==> config.mk <==
export PLATFORM = sky130hd
export DESIGN_NAME = ula_memory_io_contention_timer_core
export DESIGN_NICKNAME = d
export VERILOG_FILES = /design/src/rtl/ulact_pkg.sv /design/src/rtl/ulact_csr.sv /design/src/rtl/ulact_dp.sv /design/src/rtl/ulact_ctrl.sv /design/src/rtl/ula_memory_io_contention_timer_core.sv
export SDC_FILE = /design/constraint.sdc
export NUM_CORES = 1
export LEC_CHECK = 0
export BUFFER_PORTS_ARGS = -buffer_cell sky130_fd_sc_hd__buf_4
export CAP_MARGIN = 20
export CORE_AREA = 2 2 128 130
export DETAILED_ROUTE_END_ITERATION = 8
export DIE_AREA = 0 0 130 132
export PLACE_DENSITY_LB_ADDON = 0.12
export RECOVER_POWER = 25
export SYNTH_ARGS = -nofsm -noshare
export SYNTH_HDL_FRONTEND = slang
export SYNTH_SLANG_ARGS = --single-unit
==> constraint.sdc <==
create_clock -name clock -period 5.1 [get_ports clock]
set_input_delay 0.255 -clock clock [delete_from_list [all_inputs] [get_ports clock]]
set_output_delay 0.255 -clock clock [all_outputs]
set_load 0.01 [all_outputs]
==> src/rtl/ulact_pkg.sv <==
// Shared types, constants and the wait table for the contention timer.
package ulact_pkg;

   localparam int TICK_W = 17;
   localparam int ADDR_W = 16;
   localparam int HOLD_W = 4;
   localparam int ADDED_W = 7;
   localparam int AMT_W = 5;
   localparam int WAIT_W = 3;
   localparam int CSR_ADDR_W = 3;
   localparam int CSR_DATA_W = 32;

   localparam logic [TICK_W-1:0] TICK_MAX = 17'h1FFFF;
   localparam logic [TICK_W-1:0] FRAME_LEN_RESET = 17'd69888;
   localparam logic [ADDED_W-1:0] ADDED_MAX = 7'd127;

   localparam logic [ADDR_W-1:0] CONT_MASK = 16'hC000;
   localparam logic [ADDR_W-1:0] CONT_BASE = 16'h4000;

   localparam int CONT_FIRST_LINE = 64;
   localparam int CONT_LAST_LINE = 255;
   localparam int CONT_COLS = 128;

   // register indexes, taken from paddr[2]
   localparam logic CSR_FRAME_LENGTH = 1'b0;
   localparam logic CSR_IO_CONTENTION = 1'b1;

   typedef enum logic [2:0] {
      OP_FETCH = 3'd0,
      OP_READ = 3'd1,
      OP_WRITE = 3'd2,
      OP_IO_IN = 3'd3,
      OP_IO_OUT = 3'd4,
      OP_HOLD = 3'd5,
      OP_INTR = 3'd6,
      OP_NONE = 3'd7
   } op_type;

   typedef enum logic [2:0] {
      CHG_ZERO = 3'd0,
      CHG_ONE = 3'd1,
      CHG_THREE = 3'd2,
      CHG_FOUR = 3'd3,
      CHG_HOLD = 3'd4,
      CHG_RAW = 3'd5
   } charge_type;

   typedef enum logic [6:0] {
      ST_IDLE = 7'b0000001,
      ST_FIRST = 7'b0000010,
      ST_IO_LATE = 7'b0000100,
      ST_IO_TRIPLE = 7'b0001000,
      ST_HOLD = 7'b0010000,
      ST_EMIT = 7'b0100000,
      ST_SPARE = 7'b1000000
   } state_type;

   typedef struct packed {
      logic load;
      logic charge;
      charge_type kind;
      logic use_wait;
      logic emit;
   } dp_cmd_type;

   typedef struct packed {
      op_type op;
      logic contended;
      logic port_lsb;
      logic [HOLD_W-1:0] hold_n;
   } dp_status_type;

   function automatic logic [WAIT_W-1:0] wait_lookup(input logic [2:0] phase);
      logic [WAIT_W-1:0] w;
      unique case (phase)
         3'd0: w = 3'd6;
         3'd1: w = 3'd5;
         3'd2: w = 3'd4;
         3'd3: w = 3'd3;
         3'd4: w = 3'd2;
         3'd5: w = 3'd1;
         default: w = 3'd0;
      endcase
      return w;
   endfunction

endpackage

==> src/rtl/ulact_csr.sv <==
// Configuration registers behind the APB-style port.
module ulact_csr (
   input  logic                                  clock,
   input  logic                                  reset,
   input  logic                                  psel,
   input  logic                                  penable,
   input  logic                                  pwrite,
   input  logic [ulact_pkg::CSR_ADDR_W-1:0]      paddr,
   input  logic [ulact_pkg::CSR_DATA_W-1:0]      pwdata,
   output logic [ulact_pkg::CSR_DATA_W-1:0]      prdata,
   output logic                                  pready,
   output logic [ulact_pkg::TICK_W-1:0]          frame_length,
   output logic                                  io_on
);
   import ulact_pkg::*;

   logic [TICK_W-1:0] frame_length_ff, frame_length_in;
   logic              io_on_ff, io_on_in;
   logic              wr_en;

   assign pready = 1'b1;
   assign wr_en = psel && penable && pwrite;

   always_comb begin
      frame_length_in = frame_length_ff;
      io_on_in = io_on_ff;
      if (wr_en) begin
         unique case (paddr[2])
            CSR_FRAME_LENGTH: frame_length_in = pwdata[TICK_W-1:0];
            CSR_IO_CONTENTION: io_on_in = pwdata[0];
            default: ;
         endcase
      end
   end

   always_comb begin
      unique case (paddr[2])
         CSR_FRAME_LENGTH: prdata = CSR_DATA_W'(frame_length_ff);
         CSR_IO_CONTENTION: prdata = CSR_DATA_W'(io_on_ff);
         default: prdata = '0;
      endcase
   end

   always_ff @(posedge clock) begin
      if (reset) begin
         frame_length_ff <= FRAME_LEN_RESET;
         io_on_ff <= 1'b0;
      end else begin
         frame_length_ff <= frame_length_in;
         io_on_ff <= io_on_in;
      end
   end

   assign frame_length = frame_length_ff;
   assign io_on = io_on_ff;

endmodule

==> src/rtl/ulact_dp.sv <==
// Datapath: frame counter with line/column tracking, charge adder, result register.
module ulact_dp #(
   parameter int LINE_CYCLES = 224,
   parameter int MAX_HOLD = 15
) (
   input  logic                               clock,
   input  logic                               reset,
   input  ulact_pkg::dp_cmd_type              cmd,
   output ulact_pkg::dp_status_type           status,
   input  logic [2:0]                         req_op,
   input  logic [ulact_pkg::ADDR_W-1:0]       req_address,
   input  logic [ulact_pkg::HOLD_W-1:0]       req_hold_count,
   input  logic                               req_start_frame,
   input  logic [ulact_pkg::TICK_W-1:0]       frame_length,
   output logic [ulact_pkg::ADDED_W-1:0]      rsp_added_cycles,
   output logic [ulact_pkg::TICK_W-1:0]       rsp_frame_position,
   output logic                               rsp_frame_done
);
   import ulact_pkg::*;

   localparam int COL_W = $clog2(LINE_CYCLES);
   localparam int COL_SUM_W = COL_W + 1;
   localparam int SAT_ROW = (int'(TICK_MAX) + 1) / LINE_CYCLES;
   localparam int SAT_COL = (int'(TICK_MAX) + 1) % LINE_CYCLES;
   localparam int ROW_W = $clog2(SAT_ROW + 1);

   op_type                op_ff, op_in;
   logic [ADDR_W-1:0]     addr_ff, addr_in;
   logic [HOLD_W-1:0]     hold_ff, hold_in;
   logic [TICK_W-1:0]     tick_ff, tick_in;
   logic [ROW_W-1:0]      row_ff, row_in;
   logic [COL_W-1:0]      col_ff, col_in;
   logic [ADDED_W-1:0]    charged_ff, charged_in;
   logic [ADDED_W-1:0]    added_ff, added_in;
   logic [TICK_W-1:0]     pos_ff, pos_in;
   logic                  done_ff, done_in;

   logic [HOLD_W-1:0]     hold_n;
   logic                  in_window;
   logic [WAIT_W-1:0]     wait_val;
   logic [AMT_W-1:0]      base;
   logic [AMT_W-1:0]      amount;
   logic [TICK_W:0]       tick_sum;
   logic [COL_SUM_W-1:0]  col_sum;
   logic [ADDED_W:0]      charged_sum;

   assign hold_n = (int'(hold_ff) > MAX_HOLD) ? HOLD_W'(MAX_HOLD) : hold_ff;

   assign status.op = op_ff;
   assign status.contended = (addr_ff & CONT_MASK) == CONT_BASE;
   assign status.port_lsb = addr_ff[0];
   assign status.hold_n = hold_n;

   // row/col track tick + 1, so the wait is looked up one T-state ahead
   assign in_window = (row_ff >= ROW_W'(CONT_FIRST_LINE))
                   && (row_ff <= ROW_W'(CONT_LAST_LINE))
                   && (int'(col_ff) < CONT_COLS);
   assign wait_val = in_window ? wait_lookup(col_ff[2:0]) : '0;

   always_comb begin
      unique case (cmd.kind)
         CHG_ONE: base = AMT_W'(1);
         CHG_THREE: base = AMT_W'(3);
         CHG_FOUR: base = AMT_W'(4);
         CHG_HOLD: base = AMT_W'(hold_n);
         CHG_RAW: base = AMT_W'(hold_ff);
         default: base = '0;
      endcase
   end

   assign amount = base + (cmd.use_wait ? AMT_W'(wait_val) : AMT_W'(0));
   assign tick_sum = {1'b0, tick_ff} + (TICK_W+1)'(amount);
   assign col_sum = {1'b0, col_ff} + COL_SUM_W'(amount);
   assign charged_sum = {1'b0, charged_ff} + (ADDED_W+1)'(amount);

   always_comb begin
      op_in = op_ff;
      addr_in = addr_ff;
      hold_in = hold_ff;
      tick_in = tick_ff;
      row_in = row_ff;
      col_in = col_ff;
      charged_in = charged_ff;
      added_in = added_ff;
      pos_in = pos_ff;
      done_in = done_ff;
      if (cmd.load) begin
         op_in = op_type'(req_op);
         addr_in = req_address;
         hold_in = req_hold_count;
         charged_in = '0;
         if (req_start_frame) begin
            tick_in = '0;
            row_in = '0;
            col_in = COL_W'(1);
         end
      end
      if (cmd.charge) begin
         charged_in = (charged_sum > (ADDED_W+1)'(ADDED_MAX)) ? ADDED_MAX
                                                            : charged_sum[ADDED_W-1:0];
         if (tick_sum > (TICK_W+1)'(TICK_MAX)) begin
            tick_in = TICK_MAX;
            row_in = ROW_W'(SAT_ROW);
            col_in = COL_W'(SAT_COL);
         end else begin
            tick_in = tick_sum[TICK_W-1:0];
            if (col_sum >= COL_SUM_W'(LINE_CYCLES)) begin
               col_in = COL_W'(col_sum - COL_SUM_W'(LINE_CYCLES));
               row_in = row_ff + ROW_W'(1);
            end else begin
               col_in = col_sum[COL_W-1:0];
            end
         end
      end
      if (cmd.emit) begin
         added_in = charged_ff;
         pos_in = tick_ff;
         done_in = tick_ff >= frame_length;
      end
   end

   always_ff @(posedge clock) begin
      if (reset) begin
         tick_ff <= '0;
         row_ff <= '0;
         col_ff <= COL_W'(1);
      end else begin
         tick_ff <= tick_in;
         row_ff <= row_in;
         col_ff <= col_in;
      end
   end

   always_ff @(posedge clock) begin
      op_ff <= op_in;
      addr_ff <= addr_in;
      hold_ff <= hold_in;
      charged_ff <= charged_in;
      added_ff <= added_in;
      pos_ff <= pos_in;
      done_ff <= done_in;
   end

   assign rsp_added_cycles = added_ff;
   assign rsp_frame_position = pos_ff;
   assign rsp_frame_done = done_ff;

endmodule

==> src/rtl/ulact_ctrl.sv <==
// Controller: sequences the charge steps of one request and owns the handshakes.
module ulact_ctrl (
   input  logic                           clock,
   input  logic                           reset,
   input  logic                           req_valid,
   output logic                           req_stall,
   output logic                           rsp_valid,
   input  logic                           rsp_stall,
   input  logic                           io_on,
   input  ulact_pkg::dp_status_type       status,
   output ulact_pkg::dp_cmd_type          cmd
);
   import ulact_pkg::*;

   state_type          state_ff, state_in;
   logic [HOLD_W-1:0]  count_ff, count_in;
   logic               rsp_valid_ff, rsp_valid_in;
   logic               out_free;

   assign out_free = !rsp_valid_ff || !rsp_stall;

   always_comb begin
      state_in = state_ff;
      count_in = count_ff;
      cmd = '0;
      unique case (state_ff)
         ST_IDLE: begin
            if (req_valid) begin
               cmd.load = 1'b1;
               state_in = ST_FIRST;
            end
         end
         ST_FIRST: begin
            state_in = ST_EMIT;
            count_in = '0;
            unique case (status.op)
               OP_FETCH: begin
                  cmd.charge = 1'b1;
                  cmd.kind = CHG_FOUR;
                  cmd.use_wait = status.contended;
               end
               OP_READ, OP_WRITE: begin
                  cmd.charge = 1'b1;
                  cmd.kind = CHG_THREE;
                  cmd.use_wait = status.contended;
               end
               OP_IO_IN, OP_IO_OUT: begin
                  cmd.charge = 1'b1;
                  if (io_on) begin
                     cmd.kind = CHG_ONE;
                     cmd.use_wait = status.contended;
                     if (status.port_lsb && status.contended) begin
                        state_in = ST_IO_TRIPLE;
                     end else begin
                        state_in = ST_IO_LATE;
                     end
                  end else begin
                     cmd.kind = CHG_FOUR;
                  end
               end
               OP_HOLD: begin
                  if (status.contended) begin
                     cmd.charge = status.hold_n != '0;
                     cmd.kind = CHG_ONE;
                     cmd.use_wait = 1'b1;
                     count_in = HOLD_W'(1);
                     if (status.hold_n > HOLD_W'(1)) begin
                        state_in = ST_HOLD;
                     end
                  end else begin
                     cmd.charge = 1'b1;
                     cmd.kind = CHG_HOLD;
                  end
               end
               OP_INTR: begin
                  cmd.charge = 1'b1;
                  cmd.kind = CHG_RAW;
               end
               default: ;
            endcase
         end
         ST_IO_LATE: begin
            cmd.charge = 1'b1;
            cmd.kind = CHG_THREE;
            cmd.use_wait = !status.port_lsb;
            state_in = ST_EMIT;
         end
         ST_IO_TRIPLE: begin
            cmd.charge = 1'b1;
            cmd.kind = CHG_ONE;
            cmd.use_wait = 1'b1;
            count_in = count_ff + HOLD_W'(1);
            if (count_ff == HOLD_W'(2)) begin
               state_in = ST_EMIT;
            end
         end
         ST_HOLD: begin
            cmd.charge = 1'b1;
            cmd.kind = CHG_ONE;
            cmd.use_wait = 1'b1;
            count_in = count_ff + HOLD_W'(1);
            if (HOLD_W'(count_ff + HOLD_W'(1)) == status.hold_n) begin
               state_in = ST_EMIT;
            end
         end
         ST_EMIT: begin
            if (out_free) begin
               cmd.emit = 1'b1;
               state_in = ST_IDLE;
            end
         end
         default: state_in = ST_IDLE;
      endcase
   end

   assign rsp_valid_in = cmd.emit || (rsp_valid_ff && rsp_stall);

   always_ff @(posedge clock) begin
      if (reset) begin
         state_ff <= ST_IDLE;
         count_ff <= '0;
         rsp_valid_ff <= 1'b0;
      end else begin
         state_ff <= state_in;
         count_ff <= count_in;
         rsp_valid_ff <= rsp_valid_in;
      end
   end

   assign req_stall = state_ff != ST_IDLE;
   assign rsp_valid = rsp_valid_ff;

endmodule

==> src/rtl/ula_memory_io_contention_timer_core.sv <==
// Top level of the bus-access timer with video contention.
// Steps: a single charge for most requests (flat I/O too), early and late charges for a
// patterned I/O access, one charge per hold step for a contended hold.
// Requests: one at a time; the next is taken once the result is registered, which waits
// while an earlier result is still stalled.
// Reset (synchronous): counter to zero, frame length 69888, I/O pattern off, idle.
module ula_memory_io_contention_timer_core #(
   parameter int LINE_CYCLES = 224,
   parameter int MAX_HOLD = 15
) (
   input  logic                                 clock,
   input  logic                                 reset,
   // request channel
   input  logic                                 req_valid,
   output logic                                 req_stall,
   input  logic [2:0]                           req_op,
   input  logic [ulact_pkg::ADDR_W-1:0]         req_address,
   input  logic [ulact_pkg::HOLD_W-1:0]         req_hold_count,
   input  logic                                 req_start_frame,
   // result channel
   output logic                                 rsp_valid,
   input  logic                                 rsp_stall,
   output logic [ulact_pkg::ADDED_W-1:0]        rsp_added_cycles,
   output logic [ulact_pkg::TICK_W-1:0]         rsp_frame_position,
   output logic                                 rsp_frame_done,
   // configuration port
   input  logic                                 psel,
   input  logic                                 penable,
   input  logic                                 pwrite,
   input  logic [ulact_pkg::CSR_ADDR_W-1:0]     paddr,
   input  logic [ulact_pkg::CSR_DATA_W-1:0]     pwdata,
   output logic [ulact_pkg::CSR_DATA_W-1:0]     prdata,
   output logic                                 pready
);
   import ulact_pkg::*;

   logic [TICK_W-1:0]  frame_length;
   logic               io_on;
   dp_cmd_type         cmd;
   dp_status_type      status;

   // Registers: frame length for the done flag, I/O pattern enable for the sequencer.
   ulact_csr u_csr (
      .clock        (clock),
      .reset        (reset),
      .psel         (psel),
      .penable      (penable),
      .pwrite       (pwrite),
      .paddr        (paddr),
      .pwdata       (pwdata),
      .prdata       (prdata),
      .pready       (pready),
      .frame_length (frame_length),
      .io_on        (io_on)
   );

   // Sequencer: one charge step per cycle. A request is latched, optionally clears
   // the frame counter, then walks through its early/late or hold steps, and the
   // total is pushed into the result register once that register is free.
   ulact_ctrl u_ctrl (
      .clock     (clock),
      .reset     (reset),
      .req_valid (req_valid),
      .req_stall (req_stall),
      .rsp_valid (rsp_valid),
      .rsp_stall (rsp_stall),
      .io_on     (io_on),
      .status    (status),
      .cmd       (cmd)
   );

   // Datapath: keeps the T-state counter plus a line/column pair for the next
   // T-state, so the contention wait comes from a compare and an 8-entry table
   // instead of a division. Each charge adds into counter, column and total.
   ulact_dp #(
      .LINE_CYCLES (LINE_CYCLES),
      .MAX_HOLD    (MAX_HOLD)
   ) u_dp (
      .clock              (clock),
      .reset              (reset),
      .cmd                (cmd),
      .status             (status),
      .req_op             (req_op),
      .req_address        (req_address),
      .req_hold_count     (req_hold_count),
      .req_start_frame    (req_start_frame),
      .frame_length       (frame_length),
      .rsp_added_cycles   (rsp_added_cycles),
      .rsp_frame_position (rsp_frame_position),
      .rsp_frame_done     (rsp_frame_done)
   );

endmodule

==> run metrics, run 1 <==
status=finished clean; pins over their slew limit=0; Initial Util=39.5%; Final Core Density=50.6%; clk sinks=106; f_max=202 MHz; Slew HR=43.6%; H-tree depth=3; detailed placer's ending HPWL=11900 um; startpoint types=flop; FFs w/ async S/R, synth=0%; Root Buffer=clkbuf_16; yosys warns=0; largest net degree at the start of global routing=58; Non-Filler Instances=1062; #FFs+latches synth=106; Post-Syn Area=6200 um2; gpl congestion=0.838; TritonCTS clock tree=yes; initial drt markers=246; min Tclk post-route=4.94 ns; Hold WC Path Type=primary input to flop; core area=15700 um2; via/cell ratio=5.26; Clock Skews=0.00824 ns; P&R area growth vs syn=28.2%; worst-skew pair later-pin latency=0.36 ns; Worst Path Arrival=5.22 ns; dpl cells=1032; most frequent cell after synthesis=nand2_1; layout cells sized above 1=24.6%; count of cell types in the netlist=67; Die W=130 um; Worst-path clk slew=0.08 ns; fin crit share=96.9%; Antenna Cells=0; Slowest-stage cell, CP=or4_1; Data required, critical path=5.38 ns; Worst path top cell family by delay=simple AND/OR/NAND/NOR gates; P_leak=0.00326 uW; area of the die=17200 um2; maximum VDD drop=0.000164 V; Cell Rows=46; first-pass iteration count of the detailed router=5; vias post-DR=5582; CTS Buf Count=9; initial antenna violation count=0; top-area cell type share of the netlist area=20.7%; Primary FF master, synth=dfxtp_1; Post-Route WL=16400 um; top cells by area, synth=dfxtp_1 (21%), edfxtp_1 (20%), ha_1 (8.3%); Area after DPL=7320 um2; WP buf/inv=5; Crit. End Element=flop; clk buf depth=2; RSZ-0062 raised after global routing=yes; sequential share of the synthesized area=41.0%; Cells after Synth=707; DIE HEIGHT=132 um; Setup CP Type=flop to flop; P per Cell Area=280 nW/um2; IO Port Bufs=79; filler instances=1477; finished layout cell area=7950 um2; total congestion overflow=0; I/O pin count=126; gr usage total=19.0%; Maximum Capacitance Violations=0; top cells by count, synth=nand2_1 (75), nor2_1 (67), dfxtp_1 (64); Final setup viols=0; fin nets=952; vias in the first global route=5473; most common cell type on the critical path=a21oi_2; Mean Syn Cell Area=8.77 um2; Final Hold Vio Count=0; Post-route DRC=0; number of enable flip-flop cells after synthesis=42; Routed Antenna Nets=0; Worst Tran Pin Value=0.845 ns; area leader, netlist=dfxtp_1; Crit Path Max Fanout=5; first-pass GRT wire length=26200 um; Largest stage delay, worst path=0.41 ns; wire length per cell=15.4 um
metal layers:
layer | share of wire (%) | GRT usage, %
met5 | 0 | 0
met4 | 1.8 | 6.39
met3 | 3.8 | 3.04
met2 | 49 | 31.7
met1 | 46 | 25.0
cell usage in the layout (no fill, tap or decap), types with 4 or more instances in the layout:
cell / Yosys / routed
buf_4: 16 / 134
nand2_1: 75 / 75
nor2_1: 67 / 65
dfxtp_1: 64 / 64
a21oi_1: 58 / 53
inv_1: 50 / 46
edfxtp_1: 42 / 42
ha_1: 41 / 37
o21ai_0: 35 / 29
nand3_1: 19 / 17
nor3_1: 19 / 17
conb_1: 2 / 16
a21o_1: 14 / 14
nor2b_1: 13 / 11
a31oi_1: 11 / 11
clkbuf_16: 0 / 11
clkbuf_4: 0 / 10
nand4_1: 9 / 9
nand2b_1: 9 / 8
xor2_1: 8 / 8
o21ai_1: 3 / 8
xnor2_1: 10 / 8
o211ai_1: 8 / 8
and3_1: 7 / 7
o21a_1: 7 / 7
nor4_1: 7 / 6
a211oi_1: 7 / 6
a211o_1: 6 / 6
mux2i_1: 5 / 5
a21oi_2: 1 / 5
and2_1: 5 / 4
or2_2: 5 / 4
final timing paths:
| check | cells past startpoint | endpoint | start | slack (ns) |
|---|---|---|---|---|
| setup / recovery | 26 | u_dp.row_ff[9] | u_ctrl.state_ff[2] | 0.16 |
| setup reg to reg | 26 | u_dp.row_ff[9] | u_ctrl.state_ff[2] | 0.16 |
| hold / removal | 1 | u_dp.op_ff[0] | req_op[0] | 0.09 |
| hold reg to reg | 2 | u_csr.frame_length[4] | u_csr.frame_length[4] | 0.46 |
registers in the layout, indices dropped and copies added, names as in the netlist:
| name | cells |
|---|---|
| u_dp.hold_ff | 4 |
| u_ctrl.state_ff | 6 |
| u_dp.op_ff | 3 |
| u_dp.rsp_added_cycles | 7 |
| u_dp.addr_ff | 3 |
| u_dp.rsp_frame_done | 1 |
| u_ctrl.count_ff | 4 |
| u_ctrl.rsp_valid | 1 |
| u_dp.rsp_frame_position | 17 |
| u_dp.row_ff | 10 |
| u_dp.tick_ff | 17 |
| u_dp.charged_ff | 7 |
| u_dp.col_ff | 8 |
| u_csr.frame_length | 17 |
| u_csr.io_on | 1 |
per-stage QoR:
stage | setup TNS (ns) | setup slack, ns | power (uW) | hold WS [ns]
4_1_cts | 0 | 0.0209 | 2220 | 0.0560
3_5_place_dp | -1.39 | -0.193 | 1470 | 0.434
2_1_floorplan | 0 | 0.0347 | 1290 | 0.354
6_report | 0 | 0.160 | 2220 | 0.0896
5_1_grt | -0.361 | -0.0877 | 2330 | 0.0776
3_3_place_gp | -0.720 | -0.107 | 1450 | 0.433
repair_timing:
item                                    4_1_cts  5_1_grt
pin swaps                                     2       16
setup buffers                                 6        7
resized for setup                            17       33
gates cloned                                  0        0
hold buffers                                  0        0
endpoints found under the setup margin       12       12
cells by family after synthesis:
| logic type | share of synthesized area [%] |
|---|---|
| AO/OA/AOI/OAI | 19.6 |
| XOR/XNOR | 2.54 |
| adder cells (fa/ha/maj) | 9.57 |
| buffers and inverters | 6.34 |
| flip-flops | 41.0 |
| multiplexers | 0.989 |
| other | 0.121 |
| AND/OR/NAND/NOR | 19.8 |
layout make-up:
type	count	area [um2]	share of cell area, %
Multi-Input combinational cell	527	3520	44.3
Timing Repair Buffer	147	1110	13.9
Inverter	50	190	2.39
Clock buffer	12	280	3.53
Tap cell	216	270	3.40
Clock inverter	4	35.0	0.441
Sequential cell	106	2540	32.0
power by group:
group          switching (uW)  internal (uW)  total, uW
Combinational             270            195        465
Sequential               54.0            958       1010
Clock                     347            400        747
No activity file was read; power rests on OpenSTA's default activity.
==> run 2: changes to the inputs <==
- ABC_AREA: not set -> 1
- BUFFER_PORTS_ARGS: -buffer_cell sky130_fd_sc_hd__buf_4 -> -buffer_cell sky130_fd_sc_hd__buf_2
- CORE_AREA: 2 2 128 130 -> 2 2 130 132
- DIE_AREA: 0 0 130 132 -> 0 0 132 134
==> run 2 against run 1 <==
Effect of this change: sequential power decreased by 9%; cell area decreased by 9.5%; cell count increased by 4.7%; synthesized cell count increased by 15%; setup slack improved by 0.41 ns; first-iteration DRC count decreased by 11%; clock power decreased by 10%; sequential share of layout area increased by 3.3 points; flip-flop and latch count unchanged; critical endpoint is now u_dp.row_ff[4].
==> run metrics, run 2 <==
status=finished clean; Routed Antenna Nets=0 (unchanged); wire length per cell=13.3 um (-14%); Final Core Density=44.2% (-6.4 points); Crit Path Max Fanout=15 (+10); filler instances=1697 (+15%); Final setup viols=0 (unchanged); CP startpoint=u_dp.op_ff[1]; vias in the first global route=4731 (-14%); most common cell type on the critical path=nand2_1; IO Port Bufs=79 (unchanged); top-area cell type share of the netlist area=19.9% (-0.73 points); FFs w/ async S/R, synth=0% (unchanged); number of enable flip-flop cells after synthesis=42 (unchanged); sequential share of the synthesized area=39.6% (-1.5 points); P&R area growth vs syn=12.0%; pre-CTS WS=0.558 ns (+0.752 ns); fin nets=998 (+4.8%); P per Cell Area=241 nW/um2 (-14%); hold_sp=req_address[15]; Slowest-stage cell, CP=edfxtp_1; Largest stage delay, worst path=0.44 ns (+0.03 ns); Maximum Capacitance Violations=0 (unchanged); Hold WC Path Type=primary input to flop; RSZ-0062 raised after global routing=no; Data required, critical path=5.35 ns (-0.03 ns); DIE HEIGHT=134 um (+1.5%); H-tree depth=3 (unchanged); I/O pin count=126 (unchanged); Non-Filler Instances=1112 (+4.7%); Initial Util=39.5% (about the same); Post-Syn Area=6430 um2 (+3.7%); Post-route DRC=0 (unchanged); most frequent cell after synthesis=nand2_1; Die W=132 um (+1.5%); area of the die=17700 um2 (+3.1%); total congestion overflow=0 (unchanged); cts repair resizes=0 (-17); Worst-path clk slew=0.07 ns (about the same); Root Buffer=clkbuf_16; fin crit share=88.8% (-8.1 points); Final Hold Vio Count=0 (unchanged); layout cells sized above 1=15.2% (-9.3 points); Slew HR=46.0% (+2.3 points); f_max=221 MHz (+9.1%); gpl congestion=0.866 (+3.3%); gr usage total=16.9% (-2.1 points); detailed placer's ending HPWL=10900 um (-8.1%); dpl cells=1096 (+6.2%); largest net degree at the start of global routing=40 (-31%); CTS Hold Bufs=0 (unchanged); CTS Buf Count=9 (unchanged); yosys warns=0 (unchanged); P_leak=0.00325 uW (-0.49%); worst-skew pair later-pin latency=0.36 ns (about the same); Final Worst Setup Slack=0.573 ns (+0.414 ns); Primary FF master, synth=dfxtp_1; Cell Rows=47 (+2.2%); area leader, netlist=dfxtp_1; Mean Syn Cell Area=7.90 um2 (-10%); first-pass GRT wire length=23900 um (-8.9%); count of cell types in the netlist=51 (-24%); clk sinks=106 (unchanged); min Tclk post-route=4.53 ns (-0.414 ns); startpoint types=flop; Setup Fix Bufs, Post-CTS=0 (-6); initial antenna violation count=0 (unchanged); Post-Route WL=14700 um (-9.9%); Worst Path Arrival=4.77 ns (-0.45 ns); Worst Tran Pin Value=0.811 ns (-0.0348 ns); via/cell ratio=4.71 (-10%); first-pass iteration count of the detailed router=4 (-1); commonest cells after routing, fill and taps aside=nand2_1 (156), inv_1 (107), nor2_1 (75); pins over their slew limit=0 (unchanged); TritonCTS clock tree=yes; top cells by count, synth=nand2_1 (156), inv_1 (107), nor2_1 (75); setup TNS=0 ns (unchanged); Clock Skews=0.0109 ns (+0.00266 ns); Setup CP Type=flop to flop; most common cell after layout, fill and taps aside=nand2_1; #FFs+latches synth=106 (unchanged); Cells after Synth=814 (+15%); vias post-DR=5239 (-6.1%); core area=16300 um2 (+3.7%); clk buf depth=2 (unchanged); initial drt markers=220 (-11%); Reg2Reg Launch Point=u_dp.op_ff[1]; top cells by area, synth=dfxtp_1 (20%), edfxtp_1 (20%), nand2_1 (9.1%); Crit. End Element=flop; Antenna Cells=0 (unchanged); maximum VDD drop=0.000155 V (-5.6%)
==> run 2: changes by cell type after synthesis, sizes merged, moves of 8 or more <==
| cell | previous run | this run |
|---|---|---|
| buf | 21 | 30 |
| nand3 | 19 | 59 |
| nor2b | 13 | 0 |
| o21ai | 39 | 50 |
| inv | 50 | 115 |
| a21o | 14 | 0 |
| nand2b | 9 | 0 |
| nand2 | 75 | 168 |
| nor3 | 19 | 6 |
| a21oi | 59 | 78 |
| xor2 | 8 | 16 |
| nor2 | 67 | 78 |
| clkbuf | 17 | 7 |
==> run 2: cells by family after synthesis <==
family / Yosys count / synth area share [%]
simple gates: 334 / 24.0
buf+inv: 153 / 10.9
compound gates: 148 / 12.7
flops: 106 / 39.6
fa+ha+maj: 45 / 9.23
xor+xnor: 26 / 3.54
other cells: 2 / 0.117
==> run 2: final timing paths <==
check / endpoint / slack [ns] / depth (start not counted)
worst min register to register: u_dp.col_ff[4] / 0.47 / 2
worst max register to register: u_dp.row_ff[4] / 0.57 / 29
worst max-delay path: u_dp.row_ff[4] / 0.57 / 29
worst min-delay path: u_dp.addr_ff[15] / 0.07 / 1
==> run 2: area by class of cell <==
| class | instances | area (um2) | area share, % |
|---|---|---|---|
| clock buffers | 9 | 225 | 3.13 |
| clock inverters | 7 | 52.6 | 0.730 |
| inverters | 116 | 438 | 6.08 |
| multi-input cells | 569 | 3240 | 45.0 |
| flip-flops and latches | 106 | 2540 | 35.3 |
| well taps | 220 | 275 | 3.82 |
| repair buffers | 85 | 427 | 5.93 |
==> run 2: per-stage QoR <==
stage | hold slack (ns) | total power (uW) | cell area, um2
after CTS | 0.0561 | 1770 | 7220
final | 0.0714 | 1740 | 7200
after floorplan | 0.354 | 1050 | 6480
after global routing | 0.0559 | 1810 | 7200
after global placement | 0.432 | 1090 | 6940
after detailed placement | 0.433 | 1090 | 6940
==> run 2: routing by layer <==
layer | vias up | global-route usage (%) | share of wire (%) | wire (um)
met2 | 88 | 28.9 | 47 | 6950
met5 | - | 0 | 0 | 0
met3 | 11 | 3.21 | 3.5 | 516
met4 | 0 | 4.59 | 1.0 | 151
li1 | 2799 | - | - | -
met1 | 2341 | 22.0 | 48 | 7120
==> run 2: critical path: cells and delay by family (launching register included) <==
kind | cells | cell delay [ns]
AO/OA/AOI/OAI | 5 | 0.73
XOR/XNOR | 1 | 0.25
adder cells (fa/ha/maj) | 3 | 0.93
buffers and inverters | 4 | 0.25
flip-flops | 1 | 0.44
AND/OR/NAND/NOR | 16 | 1.79
==> run 2: power by group <==
group	switching [uW]	internal (uW)	leakage, uW
sequential	14.3	901	0.000912
clock	336	337	0.000140
combinational	102	48.1	0.00220
==> run 3: changes to the inputs <==
- ABC_AREA: 1 -> not set
- BUFFER_PORTS_ARGS: -buffer_cell sky130_fd_sc_hd__buf_2 -> not set
- CORE_AREA: 2 2 130 132 -> 2 2 128 130
- DIE_AREA: 0 0 132 134 -> 0 0 130 132
- DONT_BUFFER_PORTS: not set -> 1
==> run 3 against run 2 <==
Effect of this change: sequential share of layout area shrank 1.7 points; sequential power increased by 10%; count of clock-buffer cells in the layout rose by 2; via count grew 2.4%; largest cell class unchanged; largest power group unchanged; highest routed layer unchanged.
==> run metrics, run 3 (synthesis gave the netlist of run 1 again) <==
status=finished clean; Reg2Reg Launch Point=u_ctrl.state_ff[5]; TritonCTS clock tree=yes; hold_sp=pwdata[12]; Hold Path Cell Cnt=1 (unchanged); detailed placer's ending HPWL=11700 um (+7.0%); gpl congestion=0.838 (-3.2%); Initial Util=39.5% (about the same); reg2reg end=u_dp.row_ff[9]; initial drt markers=254 (+15%); H-tree depth=3 (unchanged); pins over their slew limit=0 (unchanged); Crit Path Max Fanout=4 (-11); fin crit share=96.9% (+8.1 points); core area=15700 um2 (-3.5%); wire length per cell=16.3 um (+23%); Worst Path Arrival=5.23 ns (+0.46 ns); maximum VDD drop=0.000148 V (-4.4%); first-pass GRT wire length=25200 um (+5.3%); total congestion overflow=0 (unchanged); Antenna Cells=0 (unchanged); Reg2Reg Depth=23 (-21%); Routed Antenna Nets=0 (unchanged); most common cell after layout, fill and taps aside=nand2_1; Worst Tran Pin Value=0.918 ns (+0.107 ns); clk buf depth=2 (unchanged); filler instances=1471 (-13%); clk sinks=106 (unchanged); Worst-path clk slew=0.07 ns (about the same); Slew HR=38.8% (-7.2 points); worst-skew pair later-pin latency=0.36 ns (about the same); layout cells sized above 1=17.8% (+2.5 points); Crit. End Element=flop; fin nets=894 (-10%); CTS Buf Count=9 (unchanged); I/O pin count=126 (unchanged); min Tclk post-route=4.94 ns (+0.415 ns); FF+latch area=2540 um2 (unchanged); area of the die=17200 um2 (-3.0%); gr usage total=18.7% (+1.8 points); RSZ-0062 raised after global routing=yes; Area after DPL=6830 um2 (-1.5%); Power Total=2220 uW (+28%); DIE HEIGHT=132 um (-1.5%); via/cell ratio=5.35 (+13%); vias in the first global route=5109 (+8.0%); P per Cell Area=294 nW/um2 (+22%); Root Buffer=clkbuf_16; commonest cells after routing, fill and taps aside=nand2_1 (74), buf_4 (73), nor2_1 (65); initial antenna violation count=0 (unchanged); Worst Hold End=u_csr.frame_length[12]; Setup CP Type=flop to flop; Maximum Capacitance Violations=0 (unchanged); Post-route DRC=0 (unchanged); vias post-DR=5367 (+2.4%); Data required, critical path=5.38 ns (+0.03 ns); Post-Route WL=16300 um (+11%); startpoint types=flop; P&R area growth vs syn=21.9%; Die W=130 um (-1.5%); largest net degree at the start of global routing=51 (+28%); R2R Setup Slk=0.16 ns (-0.41 ns); Final setup viols=0 (unchanged); IO Port Bufs=0 (-100%); Hold WC Path Type=primary input to flop; Multi-input gate area=3510 um2 (+8.3%); finished layout cell area=7560 um2 (+5.0%); Clock Skews=0.00974 ns (-0.00116 ns); f_max=202 MHz (-8.4%); P_leak=0.00297 uW (-8.4%); first-pass iteration count of the detailed router=5 (+1); Cell Rows=46 (-2.1%); Final Hold Vio Count=0 (unchanged)
## run 3: how the worst max path moves through the flow
stage,start,end,slack [ns],cells past startpoint
after floorplan,u_ctrl.state_ff[5],u_dp.row_ff[9],0.03,24
after global placement,u_ctrl.state_ff[5],u_dp.row_ff[9],-0.11,23
after detailed placement,u_ctrl.state_ff[5],u_dp.row_ff[9],-0.28,23
after CTS,u_ctrl.state_ff[2],u_dp.col_ff[5],0.006,24
after global routing,u_dp.op_ff[2],u_dp.row_ff[9],-0.1,24
final,u_ctrl.state_ff[5],u_dp.row_ff[9],0.16,23
## run 3: area by class of cell
type | count | share of cell area, %
Timing Repair Buffer | 89 | 9.67
Inverter | 50 | 2.52
Clock inverter | 5 | 1.14
Sequential cell | 106 | 33.6
Multi-Input combinational cell | 527 | 46.4
Clock buffer | 11 | 3.08
Tap cell | 216 | 3.57
## run 3: report_power, final
part           internal (uW)  total [uW]  switching [uW]
Clock                    435         762             327
Combinational            182         444             262
Sequential               959        1010            55.9
Total                   1580        2220             644
## run 3: critical path: stages, from the launching register on
cell and delay (ns):
dfxtp_1 0.36, nor4_2 0.38, nand2_1 0.16, o21ai_0 0.15, o21ai_2 0.12, a21o_1 0.20
nor2_2 0.11, ha_2 0.19, inv_2 0.04, fa_2 0.51, buf_4 0.16, fa_2 0.37
nor2b_4 0.14, o2111ai_1 0.15, a21oi_1 0.22, or2_4 0.17, ha_4 0.16, inv_4 0.04
a2111oi_4 0.28, a211o_1 0.19, buf_6 0.12, a21oi_4 0.03, or4_1 0.42, a31oi_1 0.18
## run 3: per-stage QoR
stage	std cells	hold WS [ns]	TNS, ns	utilization [%]	setup slack (ns)
3_3_place_gp	967	0.337	-0.830	43.5	-0.112
4_1_cts	995	0.00180	0	46.5	0.00610
5_1_grt	1004	0.00723	-0.468	48.1	-0.0952
6_report	1004	0.0124	0	48.1	0.159
2_1_floorplan	721	0.354	0	-	0.0347
3_5_place_dp	967	0.337	-2.80	43.5	-0.282
## run 3: what timing repair did
action | in CTS | in global routing
resized for setup | 8 | 42
pin swaps | 2 | 16
buffers inserted | 0 | 8
endpoints found under the setup margin | 12 | 12
hold endpoints to repair | 60 | 0
hold buffers | 12 | 0
## run 3: routing by layer
layer | track usage [%] | part of all wire (%) | up-vias
li1 | - | - | 2666
met1 | 23.3 | 45 | 2540
met2 | 31.7 | 48 | 132
met3 | 3.41 | 4.2 | 29
met4 | 7.71 | 2.8 | 0
met5 | 0 | 0 | -
